### config.mk
export PLATFORM = sky130hd
export DESIGN_NAME = wildcard_star_regex_matcher
export DESIGN_NICKNAME = d
export VERILOG_FILES = /design/src/rtl/core/wsrm_pkg.sv /design/src/rtl/core/wsrm_cell.sv /design/src/rtl/core/wildcard_star_regex_matcher.sv
export SDC_FILE = /design/constraint.sdc
export NUM_CORES = 1
export LEC_CHECK = 0
export BUFFER_PORTS_ARGS = -buffer_cell sky130_fd_sc_hd__buf_2
export CORE_MARGIN = 5
export CORE_UTILIZATION = 45
export CTS_CLUSTER_DIAMETER = 120
export DETAILED_ROUTE_END_ITERATION = 8
export SYNTH_ARGS = -nofsm -noshare
export SYNTH_HDL_FRONTEND = slang
export SYNTH_SLANG_ARGS = --single-unit
### constraint.sdc
create_clock -name clk -period 6.5 [get_ports clk]
set_clock_uncertainty 0.1 [all_clocks]
set_input_delay 0.975 -clock clk [delete_from_list [all_inputs] [get_ports clk]]
set_output_delay 0.975 -clock clk [all_outputs]
set_load 0.01 [all_outputs]
### src/rtl/core/wsrm_pkg.sv
// ----------------------------------------------------------------------------
// Wildcard star matcher package
// Shared word types, byte constants, mode codes and cell interface structs.
// ----------------------------------------------------------------------------
`default_nettype none

package wsrm_pkg;

    // Default number of pattern tokens the cell row can hold.
    localparam int MAX_TOKENS_DEF = 32;

    // Special pattern bytes.
    localparam logic [7:0] DOT_BYTE  = 8'h2E;
    localparam logic [7:0] STAR_BYTE = 8'h2A;

    // Item mode codes; the fourth code is ignored.
    localparam logic [1:0] MODE_PATTERN = 2'd0;
    localparam logic [1:0] MODE_TEXT    = 2'd1;
    localparam logic [1:0] MODE_FINISH  = 2'd2;

    // Input word: one pattern byte, one text byte or a finish request.
    typedef struct packed {
        logic [1:0] mode;
        logic [7:0] symbol;
    } item_word_t;

    // Result word, sent once per finish request.
    typedef struct packed {
        logic matched;
        logic pattern_invalid;
    } result_word_t;

    // Command from the controller to one cell.
    typedef struct packed {
        logic       clear;
        logic       advance;
        logic       text_started;
        logic       write;
        logic       set_star;
        logic [7:0] symbol;
    } cell_cmd_t;

    // Signals handed from one cell to the next position up.
    typedef struct packed {
        logic hop;
        logic seed;
        logic close;
    } link_t;

    // Status a cell reports back to the controller.
    typedef struct packed {
        logic used;
        logic star;
        logic cur;
    } cell_stat_t;

endpackage

`default_nettype wire

### src/rtl/core/wsrm_cell.sv
// ----------------------------------------------------------------------------
// Wildcard star matcher cell
// Holds one pattern token and the active bit of its position, and computes
// the next activity of its position from the link of the cell below.
// ----------------------------------------------------------------------------
`default_nettype none

module wsrm_cell
    import wsrm_pkg::*;
(
    input  wire logic       clk,
    input  wire logic       rst_n,
    input  wire cell_cmd_t  cmd,
    input  wire link_t      link_in,
    output link_t           link_out,
    output cell_stat_t      stat
);

    // Token payload, no reset needed.
    logic [7:0] sym_reg;
    logic       wild_reg;
    logic       star_reg;

    // Control state.
    logic       used_reg;
    logic       act_reg;
    logic       used_next;
    logic       act_next;

    logic       seed;
    logic       cur;
    logic       hit;
    logic       nxt;
    logic       closed;

    // Activity of this position: the stored bit once text runs, otherwise
    // the closure of the start position alone.
    always_comb
    begin
        seed   = link_in.seed;
        cur    = cmd.text_started ? act_reg : seed;
        hit    = used_reg && cur && (wild_reg || (sym_reg == cmd.symbol));
        nxt    = link_in.hop || (hit && star_reg);
        closed = nxt || link_in.close;
    end

    // Links toward the next position up.
    always_comb
    begin
        link_out.hop   = hit && !star_reg;
        link_out.seed  = seed && star_reg && used_reg;
        link_out.close = closed && star_reg && used_reg;
    end

    always_comb
    begin
        stat.used = used_reg;
        stat.star = star_reg;
        stat.cur  = cur;
    end

    // Next control state.
    always_comb
    begin
        used_next = used_reg;
        act_next  = act_reg;
        if (cmd.clear)
        begin
            used_next = 1'b0;
            act_next  = 1'b0;
        end
        else
        begin
            if (cmd.write)
            begin
                used_next = 1'b1;
            end
            if (cmd.advance)
            begin
                act_next = closed;
            end
        end
    end

    always_ff @(posedge clk or negedge rst_n)
    begin
        if (!rst_n)
        begin
            used_reg <= 1'b0;
            act_reg  <= 1'b0;
        end
        else
        begin
            used_reg <= used_next;
            act_reg  <= act_next;
        end
    end

    // Token payload.
    always_ff @(posedge clk)
    begin
        if (cmd.write)
        begin
            sym_reg  <= cmd.symbol;
            wild_reg <= (cmd.symbol == DOT_BYTE);
            star_reg <= 1'b0;
        end
        else if (cmd.set_star)
        begin
            star_reg <= 1'b1;
        end
    end

endmodule

`default_nettype wire

### src/rtl/core/wildcard_star_regex_matcher.sv
// ----------------------------------------------------------------------------
// Wildcard star regex matcher
// Whole-string matcher for patterns with '.' and '*', built as a row of
// token cells that step an active-position vector one text byte at a time.
// ----------------------------------------------------------------------------
// Usage:
//   The item channel (item_valid, item_ready, item) carries one word per
//   pattern byte, text byte or finish request. Pattern bytes come first and
//   fill the cell row; text bytes then advance the active positions.
//   A finish word yields one result word on the result channel and clears
//   the block for the next pattern; pattern and text words yield nothing.
//   Throughput is one word per cycle while no result waits. A finish
//   result is registered and shows on the result channel in the cycle
//   after the finish word is taken. The star closure of each text word
//   ripples combinationally through the whole cell row, so the row length
//   sets the clock period.
//   When a result waits and result_ready is low, item_ready drops until the
//   result is taken.
//   Reset empties the token row and clears all activity and flags; the
//   block is ready to take words as soon as reset is released.
// ----------------------------------------------------------------------------
`default_nettype none

module wildcard_star_regex_matcher
    import wsrm_pkg::*;
#(
    parameter int MAX_TOKENS = MAX_TOKENS_DEF
)
(
    input  wire logic         clk,
    input  wire logic         rst_n,
    input  wire logic         item_valid,
    output logic              item_ready,
    input  wire item_word_t   item,
    output logic              result_valid,
    input  wire logic         result_ready,
    output result_word_t      result
);

    // Cell row wiring.
    cell_cmd_t  cmd  [MAX_TOKENS];
    cell_stat_t stat [MAX_TOKENS];
    link_t      link [MAX_TOKENS+1];

    logic [MAX_TOKENS-1:0] used_vec;
    logic [MAX_TOKENS-1:0] star_vec;
    logic [MAX_TOKENS-1:0] cur_vec;
    logic [MAX_TOKENS-1:0] first_free;
    logic [MAX_TOKENS-1:0] last_used;

    // Control state.
    logic          text_started_reg;
    logic          text_started_next;
    logic          bad_reg;
    logic          bad_next;
    logic          final_reg;
    logic          final_next;
    logic          result_valid_reg;
    logic          result_valid_next;
    result_word_t  result_reg;

    logic          accept;
    logic          is_star;
    logic          take_pattern;
    logic          star_bad;
    logic          star_set;
    logic          push;
    logic          overflow;
    logic          advance;
    logic          finish;
    logic          empty;
    logic          full;
    logic          last_star;
    logic          cur_final;
    logic          hit;

    // Handshake.
    assign item_ready   = !result_valid_reg || result_ready;
    assign accept       = item_valid && item_ready;
    assign result_valid = result_valid_reg;
    assign result       = result_reg;

    // Row occupancy: tokens fill the cells from the bottom without gaps.
    assign empty      = !used_vec[0];
    assign full       = used_vec[MAX_TOKENS-1];
    assign first_free = ~used_vec & {used_vec[MAX_TOKENS-2:0], 1'b1};
    assign last_used  = used_vec & ~{1'b0, used_vec[MAX_TOKENS-1:1]};
    assign last_star  = |(last_used & star_vec);

    // Decode of the accepted word.
    always_comb
    begin
        is_star      = (item.symbol == STAR_BYTE);
        take_pattern = accept && (item.mode == MODE_PATTERN) && !text_started_reg;
        star_bad     = take_pattern && is_star && (empty || last_star);
        star_set     = take_pattern && is_star && !empty && !last_star;
        push         = take_pattern && !is_star && !full;
        overflow     = take_pattern && !is_star && full;
        advance      = accept && (item.mode == MODE_TEXT);
        finish       = accept && (item.mode == MODE_FINISH);
    end

    // Start of the chain: the start position always seeds the closure.
    assign link[0] = '{hop: 1'b0, seed: 1'b1, close: 1'b0};

    // Cell row.
    for (genvar k = 0; k < MAX_TOKENS; k++)
    begin : g_cell
        always_comb
        begin
            cmd[k].clear        = finish;
            cmd[k].advance      = advance;
            cmd[k].text_started = text_started_reg;
            cmd[k].write        = push && first_free[k];
            cmd[k].set_star     = star_set && last_used[k];
            cmd[k].symbol       = item.symbol;
        end

        wsrm_cell u_cell (
            .clk      (clk),
            .rst_n    (rst_n),
            .cmd      (cmd[k]),
            .link_in  (link[k]),
            .link_out (link[k+1]),
            .stat     (stat[k])
        );

        assign used_vec[k] = stat[k].used;
        assign star_vec[k] = stat[k].star;
        assign cur_vec[k]  = stat[k].cur;
    end

    // End position past the last cell, and the position at the token count.
    assign cur_final = text_started_reg ? final_reg : link[MAX_TOKENS].seed;
    assign hit       = (|(cur_vec & first_free)) || (cur_final && full);

    // Next control state.
    always_comb
    begin
        text_started_next = text_started_reg;
        bad_next          = bad_reg;
        final_next        = final_reg;
        result_valid_next = result_valid_reg && !result_ready;
        if (finish)
        begin
            text_started_next = 1'b0;
            bad_next          = 1'b0;
            final_next        = 1'b0;
            result_valid_next = 1'b1;
        end
        else
        begin
            if (advance)
            begin
                text_started_next = 1'b1;
                final_next        = link[MAX_TOKENS].hop || link[MAX_TOKENS].close;
            end
            if (star_bad || overflow)
            begin
                bad_next = 1'b1;
            end
        end
    end

    always_ff @(posedge clk or negedge rst_n)
    begin
        if (!rst_n)
        begin
            text_started_reg <= 1'b0;
            bad_reg          <= 1'b0;
            final_reg        <= 1'b0;
            result_valid_reg <= 1'b0;
        end
        else
        begin
            text_started_reg <= text_started_next;
            bad_reg          <= bad_next;
            final_reg        <= final_next;
            result_valid_reg <= result_valid_next;
        end
    end

    // Result payload.
    always_ff @(posedge clk)
    begin
        if (finish)
        begin
            result_reg.matched         <= hit && !bad_reg;
            result_reg.pattern_invalid <= bad_reg;
        end
    end

`ifndef SYNTHESIS
    // A taken finish word always leaves a result waiting.
    a_finish_result: assert property (@(posedge clk) disable iff (!rst_n)
        finish |=> result_valid)
        else $error("finish word did not produce a result");

    // An invalid pattern never reports a match.
    a_invalid_no_match: assert property (@(posedge clk) disable iff (!rst_n)
        result_valid |-> !(result.matched && result.pattern_invalid))
        else $error("match reported for an invalid pattern");

    // Tokens occupy a gap-free run of cells from the bottom.
    a_used_contiguous: assert property (@(posedge clk) disable iff (!rst_n)
        (used_vec & (used_vec + {{(MAX_TOKENS-1){1'b0}}, 1'b1})) == '0)
        else $error("token cells are not contiguous");

    // Finish empties the row and drops back to pattern loading.
    a_finish_clears: assert property (@(posedge clk) disable iff (!rst_n)
        finish |=> (used_vec == '0) && !text_started_reg && !bad_reg)
        else $error("finish did not clear the matcher");
`endif

endmodule

`default_nettype wire
Yosys cells after proc, flatten, opt, wreduce, memory -nomap -nowiden --
Cells that the tools add are included.
Word-level totals: register bits after elaboration 390, bits of input ports 14, output and inout port bits 4, logic and storage cells 886
Cells by class: equality and inequality tests 36, mux-type cells 168, bitwise gates (word level) 6, reduce and logical (&&, ||, !) cells 510
Operator list (number):
- 1-bit logical AND | 334
- 8-bit equality test | 32
- 1-bit two-way mux | 168
- 32-bit bitwise AND | 4
- 1-bit logical OR | 99
- 2-bit nonzero test | 34
- 32-bit OR reduction | 2
- 1-bit logical NOT | 40
- 31-bit NOT with 32-bit output | 1
- 32-bit NOT | 1
- 8-bit by 6-bit equality test with 1-bit output (second input constant) | 2
- 2-bit by 1-bit equality test with 1-bit output (second input constant) | 1
- 2-bit equality test (second input constant) | 1
- 2-bit logical NOT | 1

Longest topological paths before layout --
Gate-level depths: netlist of the first run.
depth after elaboration 102, mapped depth 16, gate-level depth less buffers 12

Hierarchy --
Synthesis of the first run repeated with hierarchy kept, for this count alone.
Unflattened totals: cells, all modules 1632, area total of the unflattened synthesis 19468.7 µm²
By module, submodules not included:
- wsrm_cell | instances 32, cells an instance 44, area each 563.0 µm², sequential area each 340.3 µm²
- wildcard_star_regex_matcher | instances 1, cells an instance 224, area each 1451.4 µm², sequential area each 160.2 µm²

Worst setup path before layout of the first run --
No wires, ideal clock.
kind input to register, from in item[4] in the netlist's numbering, to reg g_cell[0].u_cell.wild_reg (data pin), library setup time 0.540 ns, arrival time 3.833 ns, required time 5.860 ns, path slack 2.027 ns, cell stages on the path 5, path buffers 3, path through buf_2 buf_4 buf_4 or4b_1 nor4_1
Between the ends: word-level cells in the longest chain between the ends 1
Ends and longest elaborated chain:
- start: declaration | line wildcard_star_regex_matcher.sv:34 | input wire item_word_t item,
- 8-bit by 6-bit equality test with 1-bit output | line wsrm_cell.sv:105 | wild_reg <= (cmd.symbol == DOT_BYTE);
- end signal: assignment | line wsrm_cell.sv:105
- end: declaration | line wsrm_cell.sv:21 | logic wild_reg;
Every way passes these cells. A chain may end at the register's enable or synchronous reset.

==> results of run 1 <==
## synth_stat cells (26+ instances only)
cell type    n
nand2_1    106
nand4_1     28
o21ai_0     34
a21oi_1     86
nand3_1     43
xnor2_1     52
xor2_1     204
nor3_1      26
a31oi_1     32
o21a_1      36
edfxtp_1   290
nor2_1     111
dfrtp_1     68
nor4_1      62
dfxtp_1     32
clkbuf_1    37
inv_1       40
## through the flow
| stage | hold WS (ns) | worst slack, ns | power (mW) | instances | cell area (sq um) |
|---|---|---|---|---|---|
| floorplan | 0.3482 | 2.027 | 2.925 | 1485 | 17980 |
| CTS | 0.4039 | 2.169 | 5.450 | 2060 | 20020 |
| global placement | 0.3828 | 1.630 | 3.024 | 1982 | 18610 |
| detailed placement | 0.3892 | 1.587 | 3.027 | 1982 | 18610 |
| global route | 0.4274 | 1.983 | 5.582 | 2060 | 20020 |
| finish | 0.4029 | 2.174 | 5.385 | 2060 | 20020 |
## worst paths after layout
kind                                              end  slack, ns  cells past startpoint
hold reg to reg             g_cell[10].u_cell.act_reg       0.40                      2
max in group asynchronous    g_cell[5].u_cell.act_reg       5.17                      1
min in group asynchronous  g_cell[27].u_cell.used_reg       0.47                      1
hold / removal              g_cell[10].u_cell.act_reg       0.40                      2
setup / recovery           g_cell[29].u_cell.used_reg       2.17                      9
setup reg to reg            g_cell[31].u_cell.act_reg       2.43                     12
## per-layer routing
metal | global-route usage [%] | vias up | share of wire [%]
met1 | 27.35 | 5834 | 45
met3 | 3.483 | 84 | 6.2
li1 | - | 5484 | -
met2 | 30.68 | 378 | 45
met5 | 0 | - | 0
met4 | 7.471 | 0 | 3.6
## report_power, final
| group | internal (mW) | switching [mW] |
|---|---|---|
| registers | 2.69 | 0.0169 |
| clock network | 1.43 | 0.980 |
| logic | 0.0796 | 0.187 |
| total | 4.20 | 1.18 |
## critical path, delay by kind of cell
kind            cells  cell delay, ns
buf+inv             3            1.20
compound gates      1            0.28
simple gates        5            2.18
## area by class of cell
class / count / share of cell area [%]
clock buffer: 58 / 5.856
clock inverter: 20 / 1.162
inverter: 40 / 0.7500
multi-input combinational: 977 / 31.98
sequential: 390 / 55.20
tap: 525 / 3.281
timing repair buffer: 50 / 1.775
## kinds of logic (layout without fill, tap and decap cells)
kind of cell / count (synthesis) / after routing / synth area share (%)
buffers and inverters: 118 / 168 / 3.103
xor gates and xnor gates: 256 / 256 / 12.47
DFF: 390 / 390 / 61.45
AOI/OAI and AO/OA: 288 / 288 / 10.67
and+or+nand+nor: 431 / 431 / 12.20
muxes: 2 / 2 / 0.1183
==> impl_results.md, run 1 <==
* Status: completed
* Final min period at ~4.3 ns
* DRC Markers at 0
* Critical path's slowest cell: nor4_1
* Number of synthesized register bits at just under 400
* Top FF cell, synth: edfxtp_1
* # IOs at 18
* Core outline area at approximately 40000 sq um
* Pleak at slightly below 7 nW
* Multi-input gate area at around 6400 sq um
* DRT antenna net count at 0
* Fillers at 3515
* Hpwl dp at between 20 and 30 mm
* IO Port Bufs at 17
* Max reg flops at about 260
* Diode count at 0
* Most frequent cells in the layout: edfxtp_1 (290), xor2_1 (204), nor2_1 (110)
* Max transition margin at roughly 16%
* Syn avg cell area at 12.11 sq um
* Std-Cell Rows at 73
* # clock sinks at about 400
* Slew @ Worst Pin at roughly 1.3 ns
* Final net count at between 1500 and 2000
* Crit share post-route at 66.56%
* Crit path launch: item[5]
* Type of the worst setup path: input pin to flip-flop
* Cell variety after synth at 80
* Vias per cell at approximately 5.7
* Starting Density at between 40% and 50%
* Max-cap viol count at 0
* Top cells by area, synth: edfxtp_1 (48%), xor2_1 (9.9%), dfrtp_1 (9.5%), dfxtp_1 (3.6%), xnor2_1 (2.5%)
* Peak supply drop at approximately 0.00031 V
* Mapped Nets at 1499
* Total global routing overflow at 0
* Largest area contributor in the netlist: edfxtp_1
* Die area at roughly 44000 sq um
* FF+latch area at about 11000 sq um
* Vias in the first global route at 11610
* H-tree Lvls at 2
* Root Driver: clkbuf_16
* Largest net degree at the start of global routing at 69
* Worst-path cell chain: buf_4 -> buf_4 -> or4b_1 -> nor4_1 -> nand2b_1 -> nand2b_1 -> buf_4 -> nor2_1 -> o21a_1
* YS warnings at 0
* Clock Path Buffers at 3
* Share of Yosys cell area claimed by the top area cell type at between 40% and 50%
* RSZ-0062 raised after global routing: no
* Post-Syn Instances at 1485
* Post-Route WL at roughly 43 mm
* Horiz. Die Dim at between 200 and 250 um
* Synth async-reset ratio at 17.44%
* Total negative slack at 0 ns
* Die Y at ~210 um
* CP Max Fanout at 38
* Slew Limit Fails at 0
* RR Startpoint: g_cell[6].u_cell.used_reg
* Finish-stage setup viols at 0
* PD cells at ~270 nW/um^2
* Initial antenna violation count at 1
* Maximum clock rate at about 230 MHz
* Clk_lat worst skew at about 0.57 ns
* Drt wl/cell at roughly 21 um
* Launch point of the worst hold path: g_cell[10].u_cell.act_reg
* Layout cells sized above 1 at under 10%
* Worst EP arrival at about 4.7 ns
* Final Hold Viols at 0
* CP most frequent cell: buf_4
* Cell Area, Synth at roughly 18000 sq um
* Clock slew at reported path FFs at roughly 0.060 ns
* Via count at 11780
* Most common cell after layout, fill and taps aside: edfxtp_1
* CTS tree: done
* EDFF count, synth at 290
* Area growth syn-to-layout at 11.32%
* Hold_buf cts at 0
* Post-CTS Setup Repair Bufs at 0
* Gr usage total at 19.54%
* Pre-antenna DRT Iters at 6
* GPL Wtd Cong at around 0.9
* Setup crit start kind: input pin
* Global-route wire length before repair at roughly 68 mm
* Final core area utilization at around 50%
* Register area share after synthesis at approximately 61%
* CTS buffer count at 42
* Slowest Stage Delay on Critical Path at 0.89 ns
* DR iter-0 viols at ~930
* Required @ worst endpoint at ~6.9 ns
* Worst Hold Class: flip-flop to flip-flop
* Gates resized, CTS repair at 0
* CP endpoint kind: flip-flop
No activity file was read; power rests on OpenSTA's default activity.
==> run 2, diff against run 1 <==
--- a/config.mk
+++ b/config.mk
@@ -5,6 +5,7 @@
 export SDC_FILE = /design/constraint.sdc
 export NUM_CORES = 1
 export LEC_CHECK = 0
+export ABC_AREA = 1
 export BUFFER_PORTS_ARGS = -buffer_cell sky130_fd_sc_hd__buf_2
 export CORE_MARGIN = 5
 export CORE_UTILIZATION = 45
==> constraint.sdc (replaced) <==
create_clock -name clk -period 3.6 [get_ports clk]
set_clock_uncertainty 0.1 [all_clocks]
set_input_delay 0.54 -clock clk [delete_from_list [all_inputs] [get_ports clk]]
set_output_delay 0.54 -clock clk [all_outputs]
set_load 0.01 [all_outputs]
==> impl_results.md, run 2 <==
* EDFF count, synth at 290 (unchanged)
* Clock Path Buffers at 3 (unchanged)
* Post-Syn Instances at 1652 (was 1485)
* Die Y at 208.2 um (was 209.9 um)
* Global-route wire length before repair at 66.59 mm (was 67.81 mm)
* Initial antenna violation count at 3 (was 1)
* Type of the worst setup path: flip-flop to flip-flop (was input pin to flip-flop)
* Most instantiated cells after synthesis: nand2_1 (297), edfxtp_1 (290), inv_1 (191), nor2_1 (162), xor2_1 (128) (was edfxtp_1 (290), xor2_1 (204), nor2_1 (111), nand2_1 (106), a21oi_1 (86))
* YS warnings at 0 (unchanged)
* Area growth syn-to-layout at 24.41% (was 11.32%)
* Max reg flops at 256 (unchanged)
* CP Max Fanout at 2 (was 38)
* RR Startpoint: g_cell[0].u_cell.used_reg (was g_cell[6].u_cell.used_reg)
* Top Usage Layer GRT: met2 (unchanged)
* IO Port Bufs at 17 (unchanged)
* Layout cells sized above 1 at 23.63% (was 9.055%)
* Top cells by area, synth: edfxtp_1 (49%), dfrtp_1 (9.6%), xor2_1 (6.3%), nand2_1 (6.3%), inv_1 (4.1%) (was edfxtp_1 (48%), xor2_1 (9.9%), dfrtp_1 (9.5%), dfxtp_1 (3.6%), xnor2_1 (2.5%))
* CP endpoint kind: flip-flop (unchanged)
* Total power draw at 10.64 mW (was 5.385 mW)
* Fillers at 3323 (was 3515)
* Clock slew at reported path FFs at 0.06 ns (about the same)
* GPL Wtd Cong at 0.8952 (was 0.9044)
* Finish-stage setup viols at 16 (was 0)
* Cell Area, Synth at 17680 sq um (was 17980 sq um)
* Worst EP arrival at 5.65 ns (was 4.67 ns)
* Critical path's slowest cell: dfrtp_1 (was nor4_1)
* Most common cell after layout, fill and taps aside: edfxtp_1 (unchanged)
* Slew @ Worst Pin at 1.064 ns (was 1.262 ns)
* Final net count at 1931 (was 1515)
* Largest net degree at the start of global routing at 69 (unchanged)
* Hpwl dp at 27.96 mm (was 27.79 mm)
* DRT antenna net count at 0 (unchanged)
* Setup crit start kind: flip-flop (was input pin)
* DRC Markers at 0 (unchanged)
* Vias in the first global route at 12170 (was 11610)
* Share of Yosys cell area claimed by the top area cell type at 49.25% (was 48.42%)
* CP most frequent cell: nand2_1 (was buf_4)
* Worst Slack Setup Final at -1.738 ns (was 2.174 ns)
* Top FF cell, synth: edfxtp_1 (unchanged)
* Failing checks: setup timing
* Required @ worst endpoint at 3.91 ns (was 6.85 ns)
* Via count at 12540 (was 11780)
* Gr usage total at 19.02% (was 19.54%)
* Core outline area at 38740 sq um (was 39640 sq um)
* Most numerous cell in the Yosys netlist: nand2_1 (was edfxtp_1)
* Final core area utilization at 56.79% (was 50.50%)
* Pleak at 8.897 nW (was 6.879 nW)
* R2r setup slk at -1.74 ns (was 2.43 ns)
* Total global routing overflow at 0 (unchanged)
* CTS tree: done (unchanged)
* Status: finished, violations left (was completed)
* Met1 usage at 28.02% (was 27.35%)
* DR iter-0 viols at 813 (was 931)
* Die area at 43360 sq um (was 44060 sq um)
* # clock sinks at 390 (unchanged)
* Max-cap viol count at 0 (unchanged)
* Maximum clock rate at 187.3 MHz
* Synth async-reset ratio at 17.44% (unchanged)
* Met2 global-route usage at 30.57% (was 30.68%)
* Reg2reg path depth at 68 (was 12)
* Hold_buf cts at 0 (unchanged)
* Largest area contributor in the netlist: edfxtp_1 (unchanged)
* PD cells at 483.7 nW/um^2 (was 269.0 nW/um^2)
* Register area share after synthesis at 62.49% (was 61.45%)
* Starting Density at 45.65% (was 45.37%)
* Final min period at around 5.3 ns
* Final Hold Viols at 0 (unchanged)
* Most frequent cells in the layout: edfxtp_1 (290), nand2_1 (267), buf_4 (245) (was edfxtp_1 (290), xor2_1 (204), nor2_1 (110))
* Clk_lat worst skew at 0.56 ns (was 0.57 ns)
* Diode count at 0 (unchanged)
* Vias per cell at 5.079 (was 5.718)
* Reg-to-reg endpoint: g_cell[28].u_cell.act_reg (was g_cell[31].u_cell.act_reg)
* Max transition margin at 29.09% (was 15.56%)
* Root Driver: clkbuf_16 (unchanged)
* Std-Cell Rows at 72 (was 73)
* Hold Slack at 0.04118 ns (was 0.4029 ns)
* Number of synthesized register bits at 390 (unchanged)
* M3 GR Usage at 2.244% (was 3.483%)
* Post-Route WL at 42.34 mm (was 43.25 mm)
* Cell variety after synth at 42 (was 80)
* Slowest Stage Delay on Critical Path at 0.39 ns (was 0.89 ns)
* Crit share post-route at 148.3%
* Horiz. Die Dim at 208.2 um (was 209.9 um)
* RSZ-0062 raised after global routing: yes (was no)
* H-tree Lvls at 2 (unchanged)
* Peak supply drop at 0.0004136 V (was 0.0003087 V)
* Worst Hold Class: input pin to asynchronous set/reset pin (was flip-flop to flip-flop)
* Slew Limit Fails at 0 (unchanged)
* Syn avg cell area at 10.70 sq um (was 12.11 sq um)
* Mapped Nets at 1666 (was 1499)
* CTS buffer count at 42 (unchanged)
* Drt wl/cell at 17.15 um (was 20.99 um)
* Pre-antenna DRT Iters at 5 (was 6)
* # IOs at 18 (unchanged)
[run 2: worst max-delay path by stage]
stage | from | slack, ns | cells past startpoint | to
after floorplan | item[6] | -1.12 | 65 | final_reg
after global placement | item[3] | -2.22 | 62 | final_reg
after detailed placement | item[3] | -2.24 | 62 | final_reg
after CTS | g_cell[1].u_cell.sym_reg[6] | -1.50 | 71 | final_reg
after global routing | g_cell[0].u_cell.used_reg | -2.27 | 71 | final_reg
final | g_cell[0].u_cell.used_reg | -1.74 | 68 | g_cell[28].u_cell.act_reg
[run 2: layout make-up]
class                      instances  area, sq um  share of cell area (%)
tap                              518        648.1                   2.946
inverter                         220        827.0                   3.759
multi-input combinational        990         5934                   26.97
timing repair buffer             273         2132                   9.691
sequential                       390        11050                   50.24
clock buffer                      53         1154                   5.244
clock inverter                    25        252.7                   1.149
[run 2: cells by family (layout without fill, tap and decap cells)]
| kind of cell | Yosys count | after routing | synth area share (%) |
|---|---|---|---|
| buf+inv | 272 | 571 | 6.248 |
| flops | 390 | 390 | 62.49 |
| xor+xnor | 202 | 202 | 10.00 |
| compound gates | 213 | 213 | 7.705 |
| simple gates | 575 | 575 | 13.55 |
[run 2: critical path: cells and delay by family (launching register included)]
| family | cells | cell delay, ns |
|---|---|---|
| compound gates | 2 | 0.27 |
| buf+inv | 7 | 0.77 |
| flops | 1 | 0.39 |
| simple gates | 59 | 3.66 |
[run 2: power by group]
group / switching, mW / leakage, nW / total [mW] / internal [mW]
Sequential: 0.118 / 3.83 / 5.11 / 4.99
Clock: 1.78 / 0.686 / 4.35 / 2.57
Combinational: 0.694 / 4.38 / 1.18 / 0.487
Total: 2.59 / 8.90 / 10.6 / 8.05
[run 2: per-stage QoR]
step                cells  worst slack [ns]  instance area, sq um  setup TNS, ns
floorplan            1652            -1.123                 17890         -7.623
global placement     2355            -2.223                 20060         -24.95
detailed placement   2355            -2.237                 20060         -25.49
CTS                  2448            -1.499                 21680         -13.58
global route         2469            -2.270                 22000         -24.12
finish               2469            -1.738                 22000         -16.98
[run 2: routing by layer]
metal,routed length (um),vias up,share of wire (%)
li1,-,6090,-
met1,20200,6129,48
met2,19480,267,46
met3,1950,54,4.6
met4,705,0,1.7
met5,0,-,0
[run 2: repair_timing]
action	CTS	global route
pin swaps	19	57
setup endpoints to repair	16	20
buffers inserted	15	22
endpoints found under the hold margin	0	0
gates resized for setup	26	55
